**src/rtl/core/atci_pkg.sv**
```systemverilog
package atci_pkg;

  typedef enum logic [1:0] {
    FormChs   = 2'd0,
    FormLba28 = 2'd1,
    FormLba48 = 2'd2
  } form_e;

  typedef enum logic [2:0] {
    RegPriCmdBase = 3'd0,
    RegPriCtrl    = 3'd1,
    RegSecCmdBase = 3'd2,
    RegSecCtrl    = 3'd3,
    RegDriveMap   = 3'd4,
    RegLbaMask    = 3'd5
  } reg_idx_e;

  // task-file register offsets from the command block base
  localparam logic [15:0] OffSectorCount = 16'd2;
  localparam logic [15:0] OffLbaLow      = 16'd3;
  localparam logic [15:0] OffLbaMid      = 16'd4;
  localparam logic [15:0] OffLbaHigh     = 16'd5;
  localparam logic [15:0] OffDevice      = 16'd6;
  localparam logic [15:0] OffCommand     = 16'd7;

  localparam logic [7:0] CtrlNien     = 8'h02;
  localparam logic [7:0] CtrlHob      = 8'h80;
  localparam logic [7:0] DevSelChs    = 8'hA0;
  localparam logic [7:0] DevSelLba    = 8'hE0;
  localparam logic [7:0] CmdRead      = 8'h20;
  localparam logic [7:0] CmdReadExt   = 8'h24;
  localparam logic [7:0] CmdWrite     = 8'h30;
  localparam logic [7:0] CmdWriteExt  = 8'h34;

  localparam int unsigned QueueDepth = 4;
  localparam int unsigned QueuePtrW  = $clog2(QueueDepth);

  typedef struct packed {
    logic [15:0] pri_cmd_base;
    logic [15:0] pri_ctrl;
    logic [15:0] sec_cmd_base;
    logic [15:0] sec_ctrl;
    logic [7:0]  drive_map;
    logic [3:0]  lba_mask;
  } cfg_t;

  typedef struct packed {
    logic        mode;
    logic [1:0]  disk_index;
    logic [31:0] block_address;
    logic [7:0]  sector_count;
  } req_t;

  // fully classified command, ready for the sequencer
  typedef struct packed {
    form_e       form;
    logic [15:0] ctrl;
    logic [15:0] base;
    logic [7:0]  devsel;
    logic [7:0]  count;
    logic [7:0]  b0;
    logic [7:0]  b1;
    logic [7:0]  b2;
    logic [7:0]  b3;
    logic [7:0]  cmd;
  } desc_t;

endpackage

```
**src/rtl/core/atci_front.sv**
```systemverilog
module atci_front #(
  parameter int HEADS_PER_CYLINDER = 16,
  parameter int SECTORS_PER_TRACK  = 63
) (
  input  logic             clk_i,
  input  logic             rst_ni,
  input  atci_pkg::cfg_t   cfg_i,
  input  logic             in_valid_i,
  output logic             in_ready_o,
  input  atci_pkg::req_t   req_i,
  output logic             out_valid_o,
  input  logic             out_ready_i,
  output atci_pkg::desc_t  desc_o
);

  // floor((2^32-1)/d) underestimates n/d by less than one for n < 2^28
  localparam logic [63:0] RecipSWide = 64'hFFFF_FFFF / 64'(SECTORS_PER_TRACK);
  localparam logic [63:0] RecipHWide = 64'hFFFF_FFFF / 64'(HEADS_PER_CYLINDER);
  localparam logic [31:0] RecipS = RecipSWide[31:0];
  localparam logic [31:0] RecipH = RecipHWide[31:0];
  localparam logic [8:0]  SptW   = 9'(SECTORS_PER_TRACK);
  localparam logic [4:0]  HpcW   = 5'(HEADS_PER_CYLINDER);

  logic adv;

  logic           v1_q, v2_q, v3_q, v4_q, v5_q, v6_q;
  atci_pkg::req_t r1_q, r2_q, r3_q, r4_q, r5_q, r6_q;

  logic [59:0] p1_d, p1_q;
  logic [27:0] qe1_d, qe1_q, prod2_d, prod2_q;
  logic [8:0]  rem1;
  logic [27:0] track_d, track3_q, track4_q, track5_q;
  logic [7:0]  sr_d, sr3_q, sr4_q, sr5_q, sr6_q;
  logic [59:0] p4_d, p4_q;
  logic [27:0] qe2_d, qe2_q, prod5_d, prod5_q;
  logic [4:0]  rem2;
  logic [27:0] cyl_d;
  logic [4:0]  head_d;
  logic [15:0] cyl_q;
  logic [3:0]  head_q;

  // hold the whole pipe while the finished item cannot leave
  assign adv        = !(v6_q && !out_ready_i);
  assign in_ready_o = adv;

  assign p1_d    = req_i.block_address[27:0] * RecipS;
  assign qe1_d   = p1_q[59:32];
  assign prod2_d = 28'(qe1_d * 28'(SECTORS_PER_TRACK));

  always_comb begin
    rem1 = 9'(r2_q.block_address[27:0] - prod2_q);
    if (rem1 >= SptW) begin
      track_d = qe1_q + 28'd1;
      sr_d    = 8'(rem1 - SptW);
    end else begin
      track_d = qe1_q;
      sr_d    = rem1[7:0];
    end
  end

  assign p4_d    = track3_q * RecipH;
  assign qe2_d   = p4_q[59:32];
  assign prod5_d = 28'(qe2_d * 28'(HEADS_PER_CYLINDER));

  always_comb begin
    rem2 = 5'(track5_q - prod5_q);
    if (rem2 >= HpcW) begin
      cyl_d  = qe2_q + 28'd1;
      head_d = rem2 - HpcW;
    end else begin
      cyl_d  = qe2_q;
      head_d = rem2;
    end
  end

  always_ff @(posedge clk_i or negedge rst_ni) begin
    if (!rst_ni) begin
      v1_q <= 1'b0;
      v2_q <= 1'b0;
      v3_q <= 1'b0;
      v4_q <= 1'b0;
      v5_q <= 1'b0;
      v6_q <= 1'b0;
    end else if (adv) begin
      v1_q <= in_valid_i;
      v2_q <= v1_q;
      v3_q <= v2_q;
      v4_q <= v3_q;
      v5_q <= v4_q;
      v6_q <= v5_q;
    end
  end

  always_ff @(posedge clk_i) begin
    if (adv) begin
      r1_q     <= req_i;
      p1_q     <= p1_d;
      r2_q     <= r1_q;
      qe1_q    <= qe1_d;
      prod2_q  <= prod2_d;
      r3_q     <= r2_q;
      track3_q <= track_d;
      sr3_q    <= sr_d;
      r4_q     <= r3_q;
      track4_q <= track3_q;
      sr4_q    <= sr3_q;
      p4_q     <= p4_d;
      r5_q     <= r4_q;
      track5_q <= track4_q;
      sr5_q    <= sr4_q;
      qe2_q    <= qe2_d;
      prod5_q  <= prod5_d;
      r6_q     <= r5_q;
      sr6_q    <= sr5_q;
      cyl_q    <= cyl_d[15:0];
      head_q   <= head_d[3:0];
    end
  end

  // classify the finished item against the current configuration
  logic       chan, slave, lba_ok;
  logic [3:0] dev_low;
  logic [7:0] sect;

  always_comb begin
    chan   = cfg_i.drive_map[{r6_q.disk_index, 1'b1}];
    slave  = cfg_i.drive_map[{r6_q.disk_index, 1'b0}];
    lba_ok = cfg_i.lba_mask[r6_q.disk_index];
    sect   = sr6_q + 8'd1;

    desc_o.ctrl  = chan ? cfg_i.sec_ctrl : cfg_i.pri_ctrl;
    desc_o.base  = chan ? cfg_i.sec_cmd_base : cfg_i.pri_cmd_base;
    desc_o.count = r6_q.sector_count;
    desc_o.b3    = r6_q.block_address[31:24];

    if (r6_q.block_address[31:28] != 4'd0) begin
      desc_o.form = atci_pkg::FormLba48;
      dev_low     = 4'd0;
    end else if (lba_ok) begin
      desc_o.form = atci_pkg::FormLba28;
      dev_low     = r6_q.block_address[27:24];
    end else begin
      desc_o.form = atci_pkg::FormChs;
      dev_low     = head_q;
    end

    if (desc_o.form == atci_pkg::FormChs) begin
      desc_o.b0     = sect;
      desc_o.b1     = cyl_q[7:0];
      desc_o.b2     = cyl_q[15:8];
      desc_o.devsel = atci_pkg::DevSelChs | {3'b000, slave, dev_low};
    end else begin
      desc_o.b0     = r6_q.block_address[7:0];
      desc_o.b1     = r6_q.block_address[15:8];
      desc_o.b2     = r6_q.block_address[23:16];
      desc_o.devsel = atci_pkg::DevSelLba | {3'b000, slave, dev_low};
    end

    if (desc_o.form == atci_pkg::FormLba48) begin
      desc_o.cmd = r6_q.mode ? atci_pkg::CmdWriteExt : atci_pkg::CmdReadExt;
    end else begin
      desc_o.cmd = r6_q.mode ? atci_pkg::CmdWrite : atci_pkg::CmdRead;
    end
  end

  assign out_valid_o = v6_q;

endmodule

```
**src/rtl/core/atci_queue.sv**
```systemverilog
module atci_queue (
  input  logic             clk_i,
  input  logic             rst_ni,
  input  logic             push_i,
  input  atci_pkg::desc_t  push_data_i,
  output logic             full_o,
  input  logic             pop_i,
  output logic             empty_o,
  output atci_pkg::desc_t  head_o
);

  localparam int unsigned CntW = $clog2(atci_pkg::QueueDepth + 1);

  atci_pkg::desc_t                    mem_q [atci_pkg::QueueDepth];
  logic [atci_pkg::QueuePtrW-1:0]     wptr_q, rptr_q;
  logic [CntW-1:0]                    cnt_q;
  logic                               do_push, do_pop;

  assign full_o  = cnt_q == CntW'(atci_pkg::QueueDepth);
  assign empty_o = cnt_q == '0;
  assign do_push = push_i && !full_o;
  assign do_pop  = pop_i && !empty_o;
  assign head_o  = mem_q[rptr_q];

  always_ff @(posedge clk_i or negedge rst_ni) begin
    if (!rst_ni) begin
      wptr_q <= '0;
      rptr_q <= '0;
      cnt_q  <= '0;
    end else begin
      if (do_push) begin
        wptr_q <= (wptr_q == atci_pkg::QueuePtrW'(atci_pkg::QueueDepth - 1)) ? '0
                                                                             : wptr_q + 1'b1;
      end
      if (do_pop) begin
        rptr_q <= (rptr_q == atci_pkg::QueuePtrW'(atci_pkg::QueueDepth - 1)) ? '0
                                                                             : rptr_q + 1'b1;
      end
      if (do_push && !do_pop) begin
        cnt_q <= cnt_q + 1'b1;
      end else if (do_pop && !do_push) begin
        cnt_q <= cnt_q - 1'b1;
      end
    end
  end

  always_ff @(posedge clk_i) begin
    if (do_push) begin
      mem_q[wptr_q] <= push_data_i;
    end
  end

endmodule

```
**src/rtl/core/atci_back.sv**
```systemverilog
module atci_back (
  input  logic             clk_i,
  input  logic             rst_ni,
  input  logic             desc_valid_i,
  input  atci_pkg::desc_t  desc_i,
  output logic             desc_pop_o,
  output logic             empty_o,
  input  logic             pop_i,
  output logic [15:0]      port_address_o,
  output logic [7:0]       write_value_o,
  output logic [1:0]       address_form_o,
  output logic             last_o
);

  typedef enum logic [4:0] {
    StCtrlInit, StDevSel,
    StHob0Set, StCountHi, StHob0Clr,
    StHob1Set, StLba3,    StHob1Clr,
    StHob2Set, StLba4,    StHob2Clr,
    StHob3Set, StLba5,    StHob3Clr,
    StCount, StLba0, StLba1, StLba2, StCommand
  } step_e;

  step_e       step_q, step_d;
  logic        out_valid_q;
  logic [15:0] port_q, port_d;
  logic [7:0]  value_q, value_d;
  logic [1:0]  form_q;
  logic        last_q, last_d;
  logic        load;
  logic [7:0]  hob_set;

  assign load       = desc_valid_i && (!out_valid_q || pop_i);
  assign desc_pop_o = load && (step_q == StCommand);
  assign hob_set    = atci_pkg::CtrlHob | atci_pkg::CtrlNien;

  always_comb begin
    if (step_q == StCommand) begin
      step_d = StCtrlInit;
    end else if (step_q == StDevSel && desc_i.form != atci_pkg::FormLba48) begin
      step_d = StCount;
    end else begin
      step_d = step_e'(5'(step_q + 5'd1));
    end
  end

  always_comb begin
    last_d = 1'b0;
    unique case (step_q)
      StCtrlInit: begin
        port_d  = desc_i.ctrl;
        value_d = atci_pkg::CtrlNien;
      end
      StDevSel: begin
        port_d  = desc_i.base + atci_pkg::OffDevice;
        value_d = desc_i.devsel;
      end
      StHob0Set, StHob1Set, StHob2Set, StHob3Set: begin
        port_d  = desc_i.ctrl;
        value_d = hob_set;
      end
      StHob0Clr, StHob1Clr, StHob2Clr, StHob3Clr: begin
        port_d  = desc_i.ctrl;
        value_d = atci_pkg::CtrlNien;
      end
      StCountHi: begin
        port_d  = desc_i.base + atci_pkg::OffSectorCount;
        value_d = 8'd0;
      end
      StLba3: begin
        port_d  = desc_i.base + atci_pkg::OffLbaLow;
        value_d = desc_i.b3;
      end
      StLba4: begin
        port_d  = desc_i.base + atci_pkg::OffLbaMid;
        value_d = 8'd0;
      end
      StLba5: begin
        port_d  = desc_i.base + atci_pkg::OffLbaHigh;
        value_d = 8'd0;
      end
      StCount: begin
        port_d  = desc_i.base + atci_pkg::OffSectorCount;
        value_d = desc_i.count;
      end
      StLba0: begin
        port_d  = desc_i.base + atci_pkg::OffLbaLow;
        value_d = desc_i.b0;
      end
      StLba1: begin
        port_d  = desc_i.base + atci_pkg::OffLbaMid;
        value_d = desc_i.b1;
      end
      StLba2: begin
        port_d  = desc_i.base + atci_pkg::OffLbaHigh;
        value_d = desc_i.b2;
      end
      StCommand: begin
        port_d  = desc_i.base + atci_pkg::OffCommand;
        value_d = desc_i.cmd;
        last_d  = 1'b1;
      end
      default: begin
        port_d  = desc_i.ctrl;
        value_d = atci_pkg::CtrlNien;
      end
    endcase
  end

  always_ff @(posedge clk_i or negedge rst_ni) begin
    if (!rst_ni) begin
      step_q      <= StCtrlInit;
      out_valid_q <= 1'b0;
      port_q      <= '0;
      value_q     <= '0;
      form_q      <= '0;
      last_q      <= 1'b0;
    end else if (load) begin
      // advance one beat into the output register
      step_q      <= step_d;
      out_valid_q <= 1'b1;
      port_q      <= port_d;
      value_q     <= value_d;
      form_q      <= desc_i.form;
      last_q      <= last_d;
    end else if (pop_i) begin
      out_valid_q <= 1'b0;
    end
  end

  assign empty_o        = !out_valid_q;
  assign port_address_o = port_q;
  assign write_value_o  = value_q;
  assign address_form_o = form_q;
  assign last_o         = last_q;

endmodule

```
**src/rtl/core/ata_taskfile_command_issuer.sv**
```systemverilog
// ATA PIO task-file command issuer. Each request (push side) becomes a run of
// I/O register writes on the result side, one beat per write: 7 beats for CHS
// and LBA28, 19 for LBA48, the last beat flagged on the command register. The
// back sequencer emits one beat per cycle while a command is queued and the
// result side pops. Requests enter at one per cycle, unless the pipe is held,
// into a 6-stage classifier (CHS division by reciprocal multiplication) and
// wait in a 4-entry command queue; push sees full only once the classifier
// and queue are backed up. Requests reach the output via the classifier
// stages, the queue and the output register. Configuration registers sit at
// byte address 4*i and must only be written while the block is idle.
module ata_taskfile_command_issuer #(
  parameter int HEADS_PER_CYLINDER = 16,
  parameter int SECTORS_PER_TRACK  = 63
) (
  input  logic        clk_i,
  input  logic        rst_ni,
  input  logic        psel,
  input  logic        penable,
  input  logic        pwrite,
  input  logic [4:0]  paddr,
  input  logic [31:0] pwdata,
  output logic [31:0] prdata,
  output logic        pready,
  input  logic        push,
  output logic        full,
  input  logic        mode_i,
  input  logic [1:0]  disk_index_i,
  input  logic [31:0] block_address_i,
  input  logic [7:0]  sector_count_i,
  output logic        empty,
  input  logic        pop,
  output logic [15:0] port_address_o,
  output logic [7:0]  write_value_o,
  output logic [1:0]  address_form_o,
  output logic        last_o
);

  atci_pkg::cfg_t     cfg_q;
  atci_pkg::reg_idx_e reg_idx;
  atci_pkg::req_t     req;
  atci_pkg::desc_t    front_desc, head_desc;
  logic               front_valid, q_full, q_empty, q_pop, front_ready;
  logic               cfg_wr;

  assign pready  = 1'b1;
  assign reg_idx = atci_pkg::reg_idx_e'(paddr[4:2]);
  assign cfg_wr  = psel && penable && pwrite;

  always_ff @(posedge clk_i or negedge rst_ni) begin
    if (!rst_ni) begin
      cfg_q.pri_cmd_base <= 16'h01F0;
      cfg_q.pri_ctrl     <= 16'h03F6;
      cfg_q.sec_cmd_base <= 16'h0170;
      cfg_q.sec_ctrl     <= 16'h0376;
      cfg_q.drive_map    <= 8'hE4;
      cfg_q.lba_mask     <= 4'hF;
    end else if (cfg_wr) begin
      unique case (reg_idx)
        atci_pkg::RegPriCmdBase: cfg_q.pri_cmd_base <= pwdata[15:0];
        atci_pkg::RegPriCtrl:    cfg_q.pri_ctrl     <= pwdata[15:0];
        atci_pkg::RegSecCmdBase: cfg_q.sec_cmd_base <= pwdata[15:0];
        atci_pkg::RegSecCtrl:    cfg_q.sec_ctrl     <= pwdata[15:0];
        atci_pkg::RegDriveMap:   cfg_q.drive_map    <= pwdata[7:0];
        atci_pkg::RegLbaMask:    cfg_q.lba_mask     <= pwdata[3:0];
        default: ;
      endcase
    end
  end

  always_comb begin
    unique case (reg_idx)
      atci_pkg::RegPriCmdBase: prdata = {16'd0, cfg_q.pri_cmd_base};
      atci_pkg::RegPriCtrl:    prdata = {16'd0, cfg_q.pri_ctrl};
      atci_pkg::RegSecCmdBase: prdata = {16'd0, cfg_q.sec_cmd_base};
      atci_pkg::RegSecCtrl:    prdata = {16'd0, cfg_q.sec_ctrl};
      atci_pkg::RegDriveMap:   prdata = {24'd0, cfg_q.drive_map};
      atci_pkg::RegLbaMask:    prdata = {28'd0, cfg_q.lba_mask};
      default:                 prdata = 32'd0;
    endcase
  end

  assign req.mode          = mode_i;
  assign req.disk_index    = disk_index_i;
  assign req.block_address = block_address_i;
  assign req.sector_count  = sector_count_i;
  assign full              = !front_ready;

  atci_front #(
    .HEADS_PER_CYLINDER (HEADS_PER_CYLINDER),
    .SECTORS_PER_TRACK  (SECTORS_PER_TRACK)
  ) u_front (
    .clk_i       (clk_i),
    .rst_ni      (rst_ni),
    .cfg_i       (cfg_q),
    .in_valid_i  (push),
    .in_ready_o  (front_ready),
    .req_i       (req),
    .out_valid_o (front_valid),
    .out_ready_i (!q_full),
    .desc_o      (front_desc)
  );

  atci_queue u_queue (
    .clk_i       (clk_i),
    .rst_ni      (rst_ni),
    .push_i      (front_valid),
    .push_data_i (front_desc),
    .full_o      (q_full),
    .pop_i       (q_pop),
    .empty_o     (q_empty),
    .head_o      (head_desc)
  );

  atci_back u_back (
    .clk_i          (clk_i),
    .rst_ni         (rst_ni),
    .desc_valid_i   (!q_empty),
    .desc_i         (head_desc),
    .desc_pop_o     (q_pop),
    .empty_o        (empty),
    .pop_i          (pop),
    .port_address_o (port_address_o),
    .write_value_o  (write_value_o),
    .address_form_o (address_form_o),
    .last_o         (last_o)
  );

endmodule
```
**config.mk**
```make
export PLATFORM = sky130hd
export DESIGN_NAME = ata_taskfile_command_issuer
export DESIGN_NICKNAME = d
export VERILOG_FILES = /design/src/rtl/core/atci_pkg.sv /design/src/rtl/core/atci_front.sv /design/src/rtl/core/atci_queue.sv /design/src/rtl/core/atci_back.sv /design/src/rtl/core/ata_taskfile_command_issuer.sv
export SDC_FILE = /design/constraint.sdc
export NUM_CORES = 2
export LEC_CHECK = 0
export ABC_CLOCK_PERIOD_IN_PS = 14100
export BUFFER_PORTS_ARGS = -buffer_cell sky130_fd_sc_hd__buf_2
export CAP_MARGIN = 20
export CELL_PAD_IN_SITES_DETAIL_PLACEMENT = 1
export CELL_PAD_IN_SITES_GLOBAL_PLACEMENT = 1
export CORE_AREA = 2 2 298 300
export DETAILED_ROUTE_END_ITERATION = 12
export DIE_AREA = 0 0 300 302
export PLACE_DENSITY_LB_ADDON = 0.1
export SLEW_MARGIN = 20
export SYNTH_ARGS = -nofsm -noshare
export SYNTH_HDL_FRONTEND = slang
export SYNTH_SLANG_ARGS = --single-unit
```
**constraint.sdc**
```tcl
create_clock -name clk_i -period 14.1 [get_ports clk_i]
set_input_delay 2.82 -clock clk_i [delete_from_list [all_inputs] [get_ports clk_i]]
set_output_delay 2.82 -clock clk_i [all_outputs]
set_load 0.1 [all_outputs]
```
After elaboration in Yosys (flattened, before gate mapping)
Memories as Yosys holds them, arrays and structs flattened. Index checks and enable logic that the tools add are counted.

Input bits: 87. Output and inout port bits: 62. Bits in writable memories: 356. Memories kept: 1. Bits in registers: 615.

$lt $le $gt $ge: 5. Eq/ne operators: 24. Muxes and demuxes: 35. Reductions and logical operators: 34. $add $sub $neg: 18. Multiply operators: 3.

Memory list: u_queue.mem_q (words 4, width 89, rd ports 1, clocked after memory_dff 0, wr ports 1, line atci_queue.sv:14) `atci_pkg::desc_t mem_q [atci_pkg::QueueDepth];`.

Operators by type and width (number): $pmux W16 S6 (2); $pmux W8 S9 (1); $add A16 B3 Y16 const B (4); $mul A28 B25 Y53 const B (1); $mul A24 B28 Y48 const B (1); $mux W16 (3); $add A16 B2 Y16 const B (2); $eq A5 B4 Y1 const B (6); $add A23 B1 Y24 const B (1); $mux W24 (1); $mul A23 B6 Y9 const B (1); $mux W23 (1); $mux W5 (4); $add A16 B1 Y16 const B (1); $mux W8 (2); $eq A5 B5 Y1 const B (3); $mux W4 (3); $reduce_and A2 Y1 (6); $eq A5 B2 Y1 const B (2); $eq A5 B3 Y1 const B (2); $logic_and A1 B1 Y1 (10); $eq A3 B3 Y1 const B (3); $ge A9 B6 Y1 const B (1); $mux W1 (9); 30 further kinds (49).

Logic depth before layout (Yosys ltp)
Depth after elaboration: 8. Mapped depth: 26.

Cells and area by module
Synthesis repeated with hierarchy kept, for this count alone.

Cell total of the unflattened synthesis: 3167. Area total of the unflattened synthesis: 47926.0 µm².

By module, submodules not included: atci_front (area each 27664.0 µm², cells each 2027, sequential area each 13062.5 µm², instances 1); atci_queue (area each 13462.9 µm², cells each 507, sequential area each 10985.5 µm², instances 1); ata_taskfile_command_issuer (area each 3865.0 µm², cells each 259, sequential area each 1941.9 µm², instances 1); atci_back (area each 2934.1 µm², cells each 374, sequential area each 825.8 µm², instances 1).

Worst setup path after synthesis
No wires, ideal clock.

Kind: register -> register. Start: register u_queue.cnt_q[0]. End: register u_front.cyl_q[0], enable pin. Cell stages (with the launch flop): 5. Arrival: 9.604 ns. Setup time: 0.771 ns. Required time: 13.329 ns. Slack: 3.724 ns. Cells stage by stage: dfrtp_1 nor2_1 and3_1 clkbuf_1 inv_1.

Cells in the longest elaborated chain, start to end: 2.

RTL lines: start, declared (line atci_queue.sv:16) `logic [CntW-1:0] cnt_q;`; start signal, assigned (line atci_queue.sv:40) `cnt_q <= cnt_q + 1'b1;`; start signal, assigned (line atci_queue.sv:42) `cnt_q <= cnt_q - 1'b1;`; $eq A3 B3 Y1 (line atci_queue.sv:19) `assign full_o = cnt_q == CntW'(atci_pkg::QueueDepth);`; $logic_and A1 B1 Y1 (line atci_front.sv:43) `assign adv = !(v6_q && !out_ready_i);`; net full (line ata_taskfile_command_issuer.sv:25) `output logic full,`; end signal, assigned (line atci_front.sv:115) `cyl_q <= cyl_d[15:0];`; end, declared (line atci_front.sv:39) `logic [15:0] cyl_q;`.

The timed path passes the listed nets, and every way through them passes these cells. A chain may end at the register's enable or synchronous reset.

Final worst setup path
Start: register u_front.track3_q[6]. End: register u_front.p4_q[47], data pin.

Cells in the longest elaborated chain, start to end: 1.

RTL lines: start, declared (line atci_front.sv:32) `logic [27:0] track_d, track3_q, track4_q, track5_q;`; start signal, assigned (line atci_front.sv:102) `track3_q <= track_d;`; $mul A24 B28 Y48 (line atci_front.sv:61) `assign p4_d = track3_q * RecipH;`; net u_front.p4_d[47] (line atci_front.sv:34) `logic [59:0] p4_d, p4_q;`; end signal, assigned (line atci_front.sv:107) `p4_q <= p4_d;`; end, declared (line atci_front.sv:34).

The timed path passes the listed nets, and every way through them passes these cells.

==> flow_summary.toml <==
[die]
fp.dieH_um = 302
core-area_um2 = 87600
rows = 109
die_w_um = 300
ios = 149
start_util_pct = 52.4
die-area_um2 = 90600

[setup_path]
cp.arrival_ps = 9380
r2r_end = "u_front.p4_q[47]"
path_class = "register to register"
cp_common_cell = "inv_1"
r2r_start = "u_front.track3_q[6]"
worst_path_max_delay_cell = "fa_1"
cp.required_ps = 14500
cp_max_fo = 6
timing.critical_path.max_delay_family = "adder cells"
reg2reg_slack_ps = 5110
cp_slowest_stage_delay_ps = 830
start_kind = "register"
reg2reg_depth = 26
path_buf_inv = 8
setup.worst_path.end_class = "register"

[finish]
multi_input_area_um2 = 18100
area_growth_syn_to_layout_pct = 10.6
regArea_um2 = 25900
diodes = 0
nets = 3897
drive_above_1_share_pct = 16.3
fillers = 8327

[yosys]
ys_top_cells_by_area = "edfxtp_1 50%, fa_1 10%, ha_1 9.2%"
seq_area_frac_synth_pct = 56.3
ys_ff_latch = 880
synth_warnings = 0
netlist_instances = 3091
avgSynthCellArea_um2 = 14.9
yosysTopAreaCell = "edfxtp_1"
synth-main-ff-cell = "edfxtp_1"
synth_edf_count = 758
syn_area_um2 = 45900
synth_top_area_share_pct = 49.6
ys_async_sr_fraction_pct = 13.9
ys_types = 75

[clock_network]
cts_root_buffer = "clkbuf_16"
htree_levels = 3
cts_num_sinks = 880
cts_buffer_depth = 3
clkTransAtPathRegs_ps = 60
post-cts-setup-buffers = 0
cts_tree = "built"
cts_buffers = 92
cts_resized = 0
clkLatencyLatePin_ps = 650
cts_hold_buf = 0

[sta]
slew_violations = 0
fmax_mhz = 111
setup_violations = 0
tightest_slew_ps = 1090
period_share_pct = 63.7
rsz0062_at_grt = "false"
layout_min_cycle_time_ps = 8990
fin_tns_setup_ps = 0
slew_headroom_pct = 27.0
finClkSkew_ps = 25.0
final_hold_viol_count = 0

[routing]
ant_nets = 0
num_vias = 24800
drt_iter0_markers = 1299
post_drt_via_cell_ratio = 5.52
wl_per_cell_um = 21.6
drt-total-wl_mm = 96.7
first_pass_iters = 5
drc = 0

[hold_path]
hold_path_class = "register to register"
min_from = "u_front.p4_q[39]"
worst_hold_path.endpoint = "u_front.qe2_q[7]"
holdPathStages = 0

[grt]
globalRouteOverflowTotal = 0
grtUsageTotal_pct = 22.0
antenna_found_initial = 0
grt_max_degree = 110
grt_pass1_wl_mm = 155
grt_pass1_vias = 27800

[placed_design]
io_buffers = 113
gp_congestion = 0.861
dp_hpwl_mm = 70.1

[flow_run]
maxCapViolCount = 0

[status]
run_status = "finished clean"
synth_stat cells (4+ instances only):
master,count
a211oi_1,12
a21boi_1,5
a21o_1,31
a21oi_1,137
a221oi_1,9
a22o_1,8
a22oi_1,18
a31oi_1,16
and2_1,21
and3_1,30
and4_1,8
buf_1,13
buf_2,9
buf_4,17
clkbuf_1,50
dfrtp_1,90
dfstp_2,32
edfxtp_1,758
fa_1,229
ha_1,337
inv_1,436
mux2_1,19
mux2_2,120
mux2i_1,11
mux4_2,95
nand2_1,94
nand2b_1,4
nand3_1,54
nand4_1,20
nor2_1,68
nor2b_1,25
nor3_1,20
o211ai_1,8
o21a_1,8
o21ai_0,32
o21ai_1,34
o21bai_1,5
o221ai_1,4
o22ai_1,6
or4_1,4
xnor2_1,79
xor2_1,56
kinds of logic (layout without fill, tap and decap cells):
kind of cell	count (synthesis)	in the layout	synth area share, %
adders and majority gates	566	566	19.2
other	2	17	0.0164
xor gates and xnor gates	135	135	2.58
AOI/OAI and AO/OA	361	361	4.97
buffers and inverters	531	744	4.54
and+or+nand+nor	371	371	4.10
muxes	245	245	8.31
DFF	880	880	56.3
layer usage:
metal,track usage (%),wire length (µm),vias to the layer above
met4,6.60,2190,0
met3,2.72,3050,134
met2,40.1,51600,366
li1,-,-,11400
met1,27.5,39900,12900
met5,0,0,-
final cells by class:
class                      instances  share of cell area (%)
timing repair buffer             135                    1.47
sequential                       880                    51.0
multi-input combinational       1695                    35.6
clock inverter                    43                   0.860
tap                             1165                    2.87
inverter                         440                    3.27
clock buffer                     126                    5.02
per-stage QoR:
step | instance area [µm²] | cells | setup slack (ps) | hold WS (ps) | util (%)
6_report | 50800 | 4484 | 5110 | 412 | 58.0
5_1_grt | 50800 | 4484 | 4430 | 413 | 58.0
4_1_cts | 50700 | 4484 | 4960 | 407 | 58.0
3_5_place_dp | 47800 | 4315 | 5020 | 405 | 54.5
3_3_place_gp | 47800 | 4315 | 5180 | 401 | 54.5
2_1_floorplan | 46000 | 3106 | 3720 | 400 | -
how the worst max path moves through the flow:
| stage | cells after the start | start | end | slack (ps) |
|---|---|---|---|---|
| global placement | 26 | u_front.track3_q[6] | u_front.p4_q[47] | 5180 |
| detailed placement | 26 | u_front.track3_q[6] | u_front.p4_q[47] | 5020 |
| finish | 26 | u_front.track3_q[6] | u_front.p4_q[47] | 5110 |
| global route | 26 | u_front.track3_q[6] | u_front.p4_q[43] | 4430 |
| CTS | 26 | u_front.track3_q[6] | u_front.p4_q[47] | 4960 |
| floorplan | 4 | u_queue.cnt_q[0] | u_front.cyl_q[0] | 3720 |
worst reg2reg max path, cell delays in order, from the launching register on:
cell	delay [ps]
edfxtp_1	390
inv_1	80
fa_1	630
inv_1	120
fa_1	640
inv_1	250
fa_1	830
inv_1	280
fa_1	640
inv_1	150
fa_1	560
inv_1	60
fa_1	540
inv_1	60
fa_1	530
inv_1	40
ha_1	330
nand4_1	170
nor2_1	170
nand2_1	70
o211ai_1	690
a2111oi_4	210
o41ai_2	550
a31oi_1	210
a21oi_1	270
a21oi_1	120
xnor2_1	130
layout by cell type, fill, tap and decap left out, types with 32 or more instances in the layout:
master / synthesis / routed
edfxtp_1: 758 / 758
xnor2_1: 79 / 79
ha_1: 337 / 337
nor2_1: 68 / 66
dfstp_2: 32 / 32
a21oi_1: 137 / 136
nand2_1: 94 / 94
buf_2: 9 / 112
inv_1: 436 / 435
o21ai_1: 34 / 34
mux4_2: 95 / 95
xor2_1: 56 / 56
dfrtp_1: 90 / 88
o21ai_0: 32 / 32
mux2_2: 120 / 120
fa_1: 229 / 229
nand3_1: 54 / 54
clkbuf_16: 0 / 94
flip-flops by register name (all words and copies together) (netlist names), 22 cells and up:
signal,cells
cfg_q,76
u_front.p1_q,23
u_front.qe1_q,22
u_front.r1_q,43
u_front.r2_q,43
u_front.r3_q,43
u_front.r4_q,43
u_front.r5_q,43
u_front.r6_q,27
u_front.track3_q,24
u_queue.mem_q,328
Power is not shown: default switching activity piles up to over one toggle a cycle in this logic, so the estimate is an artifact.
